[src/hdl/assert_macros.svh]
// Assertion helpers, clocked and reset-gated.
`ifndef ASSERT_MACROS_SVH
`define ASSERT_MACROS_SVH

// same-cycle implication
`define AST_IMPL(label, clk, rst_n, ante, cons, msg) \
    label: assert property (@(posedge clk) disable iff (!rst_n) (ante) |-> (cons)) \
        else $error(msg);

// next-cycle implication
`define AST_NEXT(label, clk, rst_n, ante, cons, msg) \
    label: assert property (@(posedge clk) disable iff (!rst_n) (ante) |=> (cons)) \
        else $error(msg);

`endif

[src/hdl/i2cm_pkg.sv]
package i2cm_pkg;

    typedef enum logic [2:0] {
        KIND_NONE  = 3'd0,
        KIND_START = 3'd1,
        KIND_STOP  = 3'd2,
        KIND_SEND  = 3'd3,
        KIND_WACK  = 3'd4,
        KIND_READ  = 3'd5
    } kind_t;

    typedef enum logic [15:0] {
        PH_IDLE    = 16'h0001,
        PH_ST_A    = 16'h0002,
        PH_ST_B    = 16'h0004,
        PH_SP_PREP = 16'h0008,
        PH_SP_A    = 16'h0010,
        PH_SP_B    = 16'h0020,
        PH_TX_SET  = 16'h0040,
        PH_TX_HI   = 16'h0080,
        PH_TX_LO   = 16'h0100,
        PH_WA_A    = 16'h0200,
        PH_WA_B    = 16'h0400,
        PH_WA_POLL = 16'h0800,
        PH_RX_LO   = 16'h1000,
        PH_RX_HI   = 16'h2000,
        PH_AK_LO   = 16'h4000,
        PH_AK_HI   = 16'h8000
    } phase_t;

    typedef enum logic {
        CFG_TICKS_PER_US = 1'b0,
        CFG_ACK_TIMEOUT  = 1'b1
    } cfg_idx_t;

    localparam logic [7:0] TPU_RESET     = 8'd8;
    localparam logic [7:0] TIMEOUT_RESET = 8'd250;
    localparam logic [2:0] START_HOLD    = 3'd5;
    localparam logic [2:0] STOP_HOLD     = 3'd6;
    localparam logic [2:0] BIT_UNITS     = 3'd2;
    localparam logic [2:0] ACK_HIGH      = 3'd5;
    localparam logic [2:0] ONE_UNIT      = 3'd1;
    localparam logic [2:0] LAST_BIT      = 3'd7;

    typedef struct packed {
        logic [2:0] kind;
        logic [7:0] write_byte;
        logic       ack_after_read;
        logic       sda_sample;
    } req_t;

    typedef struct packed {
        logic       scl_level;
        logic       sda_level;
        logic       sda_drive;
        logic       busy_res;
        logic       done_res;
        logic [7:0] read_byte;
        logic       ack_failed;
    } res_t;

endpackage

[src/hdl/i2c_master_bit_sequencer.sv]
// A request's result is registered on acceptance and is valid in the next cycle.
// Throughput: one request per cycle; the result register frees as it is taken,
// so s_ready only drops while a result waits with m_ready low.
// Reset: synchronous, active-low aresetn; idle phase, SCL/SDA driven high,
// ticks_per_us = 8, ack_timeout = 250, read byte and failure flag cleared.
module i2c_master_bit_sequencer
    import i2cm_pkg::*;
(
    input  logic       aclk,
    input  logic       aresetn,
    input  logic       cfg_we,
    input  logic       cfg_index,
    input  logic [7:0] cfg_data,
    input  logic       s_valid,
    output logic       s_ready,
    input  req_t       s_data,
    output logic       m_valid,
    input  logic       m_ready,
    output res_t       m_data
);

`include "assert_macros.svh"

    logic [7:0] tpu_reg;
    logic [7:0] timeout_reg;

    phase_t     phase_reg, phase_next;
    logic [2:0] dc_reg, dc_next;
    logic [7:0] pc_reg, pc_next;
    logic [2:0] bit_reg, bit_next;
    logic [7:0] shift_reg, shift_next;
    logic [7:0] tc_reg, tc_next;
    logic       scl_reg, scl_next;
    logic       sda_reg, sda_next;
    logic       drv_reg, drv_next;
    logic       fail_reg, fail_next;
    logic       ackc_reg, ackc_next;
    logic [7:0] rx_reg, rx_next;

    logic       m_valid_reg;
    res_t       m_data_reg;
    res_t       res;
    logic       s_fire;
    logic       done;

    logic [7:0] tpu_lim;
    logic [7:0] to_lim;
    logic [8:0] pc_inc;
    logic       tick;
    logic [2:0] dc_dec;
    logic [7:0] tc_inc;
    logic [7:0] rx_shift;

    assign s_ready = !m_valid_reg || m_ready;
    assign s_fire  = s_valid && s_ready;
    assign m_valid = m_valid_reg;
    assign m_data  = m_data_reg;

    always_ff @(posedge aclk) begin
        if (!aresetn) begin
            tpu_reg     <= TPU_RESET;
            timeout_reg <= TIMEOUT_RESET;
        end else if (cfg_we) begin
            unique case (cfg_idx_t'(cfg_index))
                CFG_TICKS_PER_US: tpu_reg     <= cfg_data;
                CFG_ACK_TIMEOUT:  timeout_reg <= cfg_data;
                default: ;
            endcase
        end
    end

    // zero settings act as one
    assign tpu_lim  = (tpu_reg == 8'd0) ? 8'd1 : tpu_reg;
    assign to_lim   = (timeout_reg == 8'd0) ? 8'd1 : timeout_reg;
    assign pc_inc   = {1'b0, pc_reg} + 9'd1;
    assign tick     = pc_inc >= {1'b0, tpu_lim};
    assign dc_dec   = (dc_reg != 3'd0) ? dc_reg - 3'd1 : 3'd0;
    assign tc_inc   = tc_reg + 8'd1;
    assign rx_shift = {shift_reg[6:0], s_data.sda_sample};

    always_comb begin
        phase_next = phase_reg;
        dc_next    = dc_reg;
        pc_next    = pc_reg;
        bit_next   = bit_reg;
        shift_next = shift_reg;
        tc_next    = tc_reg;
        scl_next   = scl_reg;
        sda_next   = sda_reg;
        drv_next   = drv_reg;
        fail_next  = fail_reg;
        ackc_next  = ackc_reg;
        rx_next    = rx_reg;
        done       = 1'b0;
        unique case (phase_reg)
            PH_IDLE: begin
                case (s_data.kind)
                    KIND_START: begin
                        drv_next = 1'b1; sda_next = 1'b1; scl_next = 1'b1;
                        phase_next = PH_ST_A; dc_next = START_HOLD; pc_next = 8'd0;
                    end
                    KIND_STOP: begin
                        scl_next = 1'b0; sda_next = 1'b0; drv_next = 1'b1;
                        phase_next = PH_SP_PREP; dc_next = 3'd0; pc_next = 8'd0;
                    end
                    KIND_SEND: begin
                        shift_next = s_data.write_byte; bit_next = 3'd0;
                        drv_next = 1'b1; scl_next = 1'b0;
                        sda_next = s_data.write_byte[7];
                        phase_next = PH_TX_SET; dc_next = BIT_UNITS; pc_next = 8'd0;
                    end
                    KIND_WACK: begin
                        drv_next = 1'b0; sda_next = 1'b1; fail_next = 1'b0;
                        tc_next = 8'd0;
                        phase_next = PH_WA_A; dc_next = ONE_UNIT; pc_next = 8'd0;
                    end
                    KIND_READ: begin
                        drv_next = 1'b0; sda_next = 1'b1;
                        ackc_next = s_data.ack_after_read;
                        bit_next = 3'd0; shift_next = 8'd0; scl_next = 1'b0;
                        phase_next = PH_RX_LO; dc_next = BIT_UNITS; pc_next = 8'd0;
                    end
                    default: ;
                endcase
            end
            PH_SP_PREP: begin
                scl_next = 1'b1;
                phase_next = PH_SP_A; dc_next = STOP_HOLD; pc_next = 8'd0;
            end
            PH_WA_POLL: begin
                if (!s_data.sda_sample) begin
                    scl_next = 1'b0; phase_next = PH_IDLE; done = 1'b1;
                end else begin
                    pc_next = tick ? 8'd0 : pc_inc[7:0];
                    if (tick) begin
                        tc_next = tc_inc;
                        if (tc_inc >= to_lim) begin
                            fail_next = 1'b1;
                            scl_next = 1'b0; sda_next = 1'b0; drv_next = 1'b1;
                            phase_next = PH_SP_PREP; dc_next = 3'd0;
                        end
                    end
                end
            end
            default: begin
                pc_next = tick ? 8'd0 : pc_inc[7:0];
                if (tick) begin
                    dc_next = dc_dec;
                    if (dc_dec == 3'd0) begin
                        unique case (phase_reg)
                            PH_ST_A: begin
                                sda_next = 1'b0;
                                phase_next = PH_ST_B; dc_next = STOP_HOLD;
                            end
                            PH_ST_B: begin
                                scl_next = 1'b0; phase_next = PH_IDLE; done = 1'b1;
                            end
                            PH_SP_A: begin
                                sda_next = 1'b1;
                                phase_next = PH_SP_B; dc_next = STOP_HOLD;
                            end
                            PH_SP_B: begin
                                phase_next = PH_IDLE; done = 1'b1;
                            end
                            PH_TX_SET: begin
                                scl_next = 1'b1;
                                phase_next = PH_TX_HI; dc_next = BIT_UNITS;
                            end
                            PH_TX_HI: begin
                                scl_next = 1'b0;
                                phase_next = PH_TX_LO; dc_next = BIT_UNITS;
                            end
                            PH_TX_LO: begin
                                if (bit_reg == LAST_BIT) begin
                                    phase_next = PH_IDLE; done = 1'b1;
                                end else begin
                                    bit_next = bit_reg + 3'd1;
                                    shift_next = {shift_reg[6:0], 1'b0};
                                    sda_next = shift_reg[6];
                                    phase_next = PH_TX_SET; dc_next = BIT_UNITS;
                                end
                            end
                            PH_WA_A: begin
                                scl_next = 1'b1;
                                phase_next = PH_WA_B; dc_next = ONE_UNIT;
                            end
                            PH_WA_B: begin
                                phase_next = PH_WA_POLL; dc_next = 3'd0;
                            end
                            PH_RX_LO: begin
                                scl_next = 1'b1;
                                phase_next = PH_RX_HI; dc_next = ONE_UNIT;
                            end
                            PH_RX_HI: begin
                                shift_next = rx_shift;
                                scl_next = 1'b0;
                                if (bit_reg == LAST_BIT) begin
                                    rx_next = rx_shift;
                                    drv_next = 1'b1;
                                    sda_next = !ackc_reg;
                                    phase_next = PH_AK_LO; dc_next = BIT_UNITS;
                                end else begin
                                    bit_next = bit_reg + 3'd1;
                                    phase_next = PH_RX_LO; dc_next = BIT_UNITS;
                                end
                            end
                            PH_AK_LO: begin
                                scl_next = 1'b1;
                                phase_next = PH_AK_HI; dc_next = ACK_HIGH;
                            end
                            PH_AK_HI: begin
                                scl_next = 1'b0; phase_next = PH_IDLE; done = 1'b1;
                            end
                            default: phase_next = PH_IDLE;
                        endcase
                    end
                end
            end
        endcase
    end

    always_comb begin
        res.scl_level  = scl_next;
        res.sda_level  = drv_next ? sda_next : 1'b1;
        res.sda_drive  = drv_next;
        res.busy_res   = phase_next != PH_IDLE;
        res.done_res   = done;
        res.read_byte  = rx_next;
        res.ack_failed = fail_next;
    end

    always_ff @(posedge aclk) begin
        if (!aresetn) begin
            phase_reg <= PH_IDLE;
            dc_reg    <= 3'd0;
            pc_reg    <= 8'd0;
            bit_reg   <= 3'd0;
            shift_reg <= 8'd0;
            tc_reg    <= 8'd0;
            scl_reg   <= 1'b1;
            sda_reg   <= 1'b1;
            drv_reg   <= 1'b1;
            fail_reg  <= 1'b0;
            ackc_reg  <= 1'b0;
            rx_reg    <= 8'd0;
        end else if (s_fire) begin
            phase_reg <= phase_next;
            dc_reg    <= dc_next;
            pc_reg    <= pc_next;
            bit_reg   <= bit_next;
            shift_reg <= shift_next;
            tc_reg    <= tc_next;
            scl_reg   <= scl_next;
            sda_reg   <= sda_next;
            drv_reg   <= drv_next;
            fail_reg  <= fail_next;
            ackc_reg  <= ackc_next;
            rx_reg    <= rx_next;
        end
    end

    always_ff @(posedge aclk) begin
        if (!aresetn) begin
            m_valid_reg <= 1'b0;
        end else begin
            m_valid_reg <= s_fire || (m_valid_reg && !m_ready);
        end
    end

    always_ff @(posedge aclk) begin
        if (s_fire) begin
            m_data_reg <= res;
        end
    end

    `AST_IMPL(a_ready_when_empty, aclk, aresetn, !m_valid_reg, s_ready, "stalled while empty")
    `AST_IMPL(a_done_not_busy, aclk, aresetn, m_valid_reg && m_data_reg.done_res, !m_data_reg.busy_res, "done while busy")
    `AST_IMPL(a_stop_prep_lines, aclk, aresetn, phase_reg == PH_SP_PREP, !scl_reg && !sda_reg && drv_reg, "stop prep lines")
    `AST_NEXT(a_fire_loads_result, aclk, aresetn, s_fire, m_valid_reg, "result lost")

endmodule
[config.mk]
export PLATFORM = sky130hd
export DESIGN_NAME = i2c_master_bit_sequencer
export DESIGN_NICKNAME = d
export VERILOG_FILES = /design/src/hdl/i2cm_pkg.sv /design/src/hdl/i2c_master_bit_sequencer.sv
export VERILOG_INCLUDE_DIRS = /design/src /design/src/hdl
export SDC_FILE = /design/constraint.sdc
export NUM_CORES = 1
export LEC_CHECK = 0
export BUFFER_PORTS_ARGS = -buffer_cell sky130_fd_sc_hd__buf_2
export CORE_AREA = 2 2 93 118
export DETAILED_ROUTE_END_ITERATION = 6
export DIE_AREA = 0 0 95 120
export GPL_ROUTABILITY_DRIVEN = 0
export GPL_TIMING_DRIVEN = 1
export PLACE_DENSITY = 0.73
export SLEW_MARGIN = 10
export SYNTH_ARGS = -nofsm -noshare
export SYNTH_HDL_FRONTEND = slang
export SYNTH_SLANG_ARGS = --single-unit
[constraint.sdc]
create_clock -name aclk -period 4 [get_ports aclk]
set_input_delay 0.4 -clock aclk [delete_from_list [all_inputs] [get_ports aclk]]
set_output_delay 0.4 -clock aclk [all_outputs]
set_load 0.05 [all_outputs]
==> metrics.txt <==
RSZ-0062 raised after global routing no; CTS root buffer clkbuf_16; Synth Instances 698; Seq/Total Area, Yosys 34.74%; clk sinks 89; Fill cells 916; Largest register FFs 16; Synth area leader dfxtp_1; status finished clean; I/O pins 43; synth top area cells dfxtp_1, edfxtp_1, nand2_1; Crit Path Category flip-flop to flip-flop; Critical Path End Type flip-flop; Die Width 95 um; CTS tree built; hold endpoint m_valid; Finish-stage setup viols 0; clock-pin slew of the registers on the worst-case setup and hold paths 70 ps; Cell Area, Synth 5533 um2; drt wl/cell 17.50 um; die height 120 um; reg2reg start pc_reg[2]; CP startpoint kind flip-flop; final slew viol count 0; # diodes 0; Post-synth ARST share 0%; TNS Setup 0 ps; Global Route Usage Sum 27.07%; first-pass GRT wire length 24.61 mm; Power Total 2.427 mW; Final ANT Viol Nets 0; H-tree Lvls 3; r2r worst-path depth 12; Worst-Margin Slew 883.6 ps; register bit count reported by yosys 89; DP Wirelength 10.95 mm; Max Cap Viol 0; synth unique cells 68; Syn Area/Cell 7.927 um2; grt ovf 0; VDD IR max 0.2776 mV; largest net degree at the start of global routing 37; TritonCTS Buffers 9; worst rel slew slack 40.55%; Hold Path Depth 3; PortBufs 42; pwr dens 394.7 nW/um2; Yosys warnings 0; Synth top area share 27.14%; std cell rows 42; Initial DRC Count 681; final core occ 59.39%; setup bufs post-CTS 0; Core ar. 10350 um2; routed vias/inst 6.430; CTS max path bufs 2; P&R area growth vs syn 11.13%; nets 769; crit path max fanout 6; # DRC 0; Post-synth EDFFs 14; Initial Util 53.44%; Hold-fix buffers, CTS 0; Syn Nets 746; final hold violation count 0; HP Class input port to flip-flop; initial antenna violation count 0; DR vias 5517; clk_lat worst skew 340 ps; First-pass DRT Iterations 5; Hold Startpoint s_valid; critical path required time 4080 ps; share of layout cells above drive strength 1 12.12%; worst r2r dst m_data[10]; Worst Skew 7.865 ps; Die ar. 11400 um2; dominant synthesized flop cell dfxtp_1; worst reg-to-reg setup slack 150 ps; Worst EP arrival 3930 ps; Tmin final 3845 ps; max frequency 0.2600 GHz; fin crit share 96.14%; vias in the first global route 5135; Final Routed Wirelength 15.02 mm; Leak 2.488 nW
==> worst max-delay path, cell delays in order (launching register included) <==
cell	delay, ps
dfxtp_1	410
and3_1	250
and3_1	240
nand3_1	130
xnor2_2	180
ha_1	320
and3_1	230
a221o_1	360
a41o_1	270
nor2_1	180
nor3_1	150
a221o_1	320
or4_1	530
==> layer usage <==
| layer | routed length, um | global-route usage [%] |
|---|---|---|
| met5 | 0 | 0 |
| met4 | 743 | 13.86 |
| met3 | 1271 | 5.148 |
| met2 | 7202 | 44.64 |
| met1 | 5801 | 33.16 |
==> kinds of logic (layout without fill, tap and decap cells) <==
kind of cell    Yosys count  count (layout)  synth area share [%]
compound gates          202             202                 24.20
xor+xnor                 19              19                 3.008
fa+ha+maj                21              21                 4.749
buf+inv                  74             102                 5.721
flops                    89              89                 34.74
mux                       2               2                0.3618
simple gates            291             291                 27.23
==> per-stage QoR <==
stage	worst slack [ps]	cell area, um2	cells	hold slack, ps
after floorplan	408.6	5533	698	435.6
after global placement	290.3	5802	842	445.2
after detailed placement	145.4	5802	842	452.2
after CTS	106.3	6137	858	297.1
after global routing	15.98	6148	858	321.3
final	154.5	6148	858	300.1
==> area by class of cell <==
| cell class | instances | area (um2) | area share [%] |
|---|---|---|---|
| sequential | 89 | 1922 | 31.26 |
| inverter | 32 | 120.1 | 1.954 |
| clock inverter | 6 | 96.34 | 1.567 |
| tap | 132 | 165.2 | 2.686 |
| timing repair buffer | 54 | 300.3 | 4.884 |
| multi-input combinational | 535 | 3306 | 53.76 |
| clock buffer | 10 | 239.0 | 3.887 |
==> worst max-delay path by stage <==
stage               startpoint         end  slack (ps)  cells past startpoint
floorplan            pc_reg[2]  m_data[10]         410                     12
global placement     pc_reg[2]  m_data[10]         290                     12
detailed placement   pc_reg[2]  m_data[10]         150                     12
CTS                  pc_reg[2]  m_data[10]         110                     12
global route         pc_reg[2]  m_data[10]          20                     12
finish               pc_reg[2]  m_data[10]         150                     12
==> repair_timing <==
action                     CTS  global route
gates resized for setup      0             2
setup endpoints to repair    0             1
hold endpoints to repair     0             0
==> cell usage in the layout, fill, tap and decap left out, types with 13 or more instances in the layout <==
| master | netlist | routed |
|---|---|---|
| nand2_1 | 94 | 94 |
| dfxtp_1 | 75 | 75 |
| a21oi_1 | 69 | 69 |
| nor2_1 | 51 | 51 |
| buf_2 | 9 | 42 |
| o21ai_0 | 37 | 37 |
| inv_1 | 30 | 30 |
| nand3_1 | 28 | 28 |
| nor3_1 | 22 | 22 |
| ha_1 | 21 | 21 |
| nor2b_1 | 14 | 14 |
| edfxtp_1 | 14 | 14 |
| a211oi_1 | 13 | 13 |
==> cell usage after synthesis, types with 3 or more instances <==
master / count
nand2_1: 94
dfxtp_1: 75
a21oi_1: 69
nor2_1: 51
o21ai_0: 37
inv_1: 30
nand3_1: 28
clkbuf_1: 27
nor3_1: 22
ha_1: 21
edfxtp_1: 14
nor2b_1: 14
a211oi_1: 13
xor2_1: 12
a21o_1: 10
o211ai_1: 10
and3_1: 9
buf_2: 9
nand4_1: 9
a22oi_1: 8
nand2b_1: 8
nor4_1: 8
nor4b_1: 7
or3_1: 7
xnor2_1: 7
o2111ai_1: 6
a31oi_1: 5
or4_1: 5
and2_1: 4
and4_1: 4
nand3b_1: 4
o21a_1: 4
o21ai_1: 4
o22ai_1: 4
o31ai_1: 4
a221o_1: 3
a41o_1: 3
buf_4: 3
nor3b_1: 3
or4b_2: 3
==> power breakdown <==
part / internal (mW) / leakage, nW / total, mW / switching [mW]
combinational: 0.154 / 1.58 / 0.484 / 0.330
sequential: 0.956 / 0.748 / 0.989 / 0.0325
clock: 0.574 / 0.162 / 0.954 / 0.380
total: 1.68 / 2.49 / 2.43 / 0.743
(Power assumes the default switching activity.)
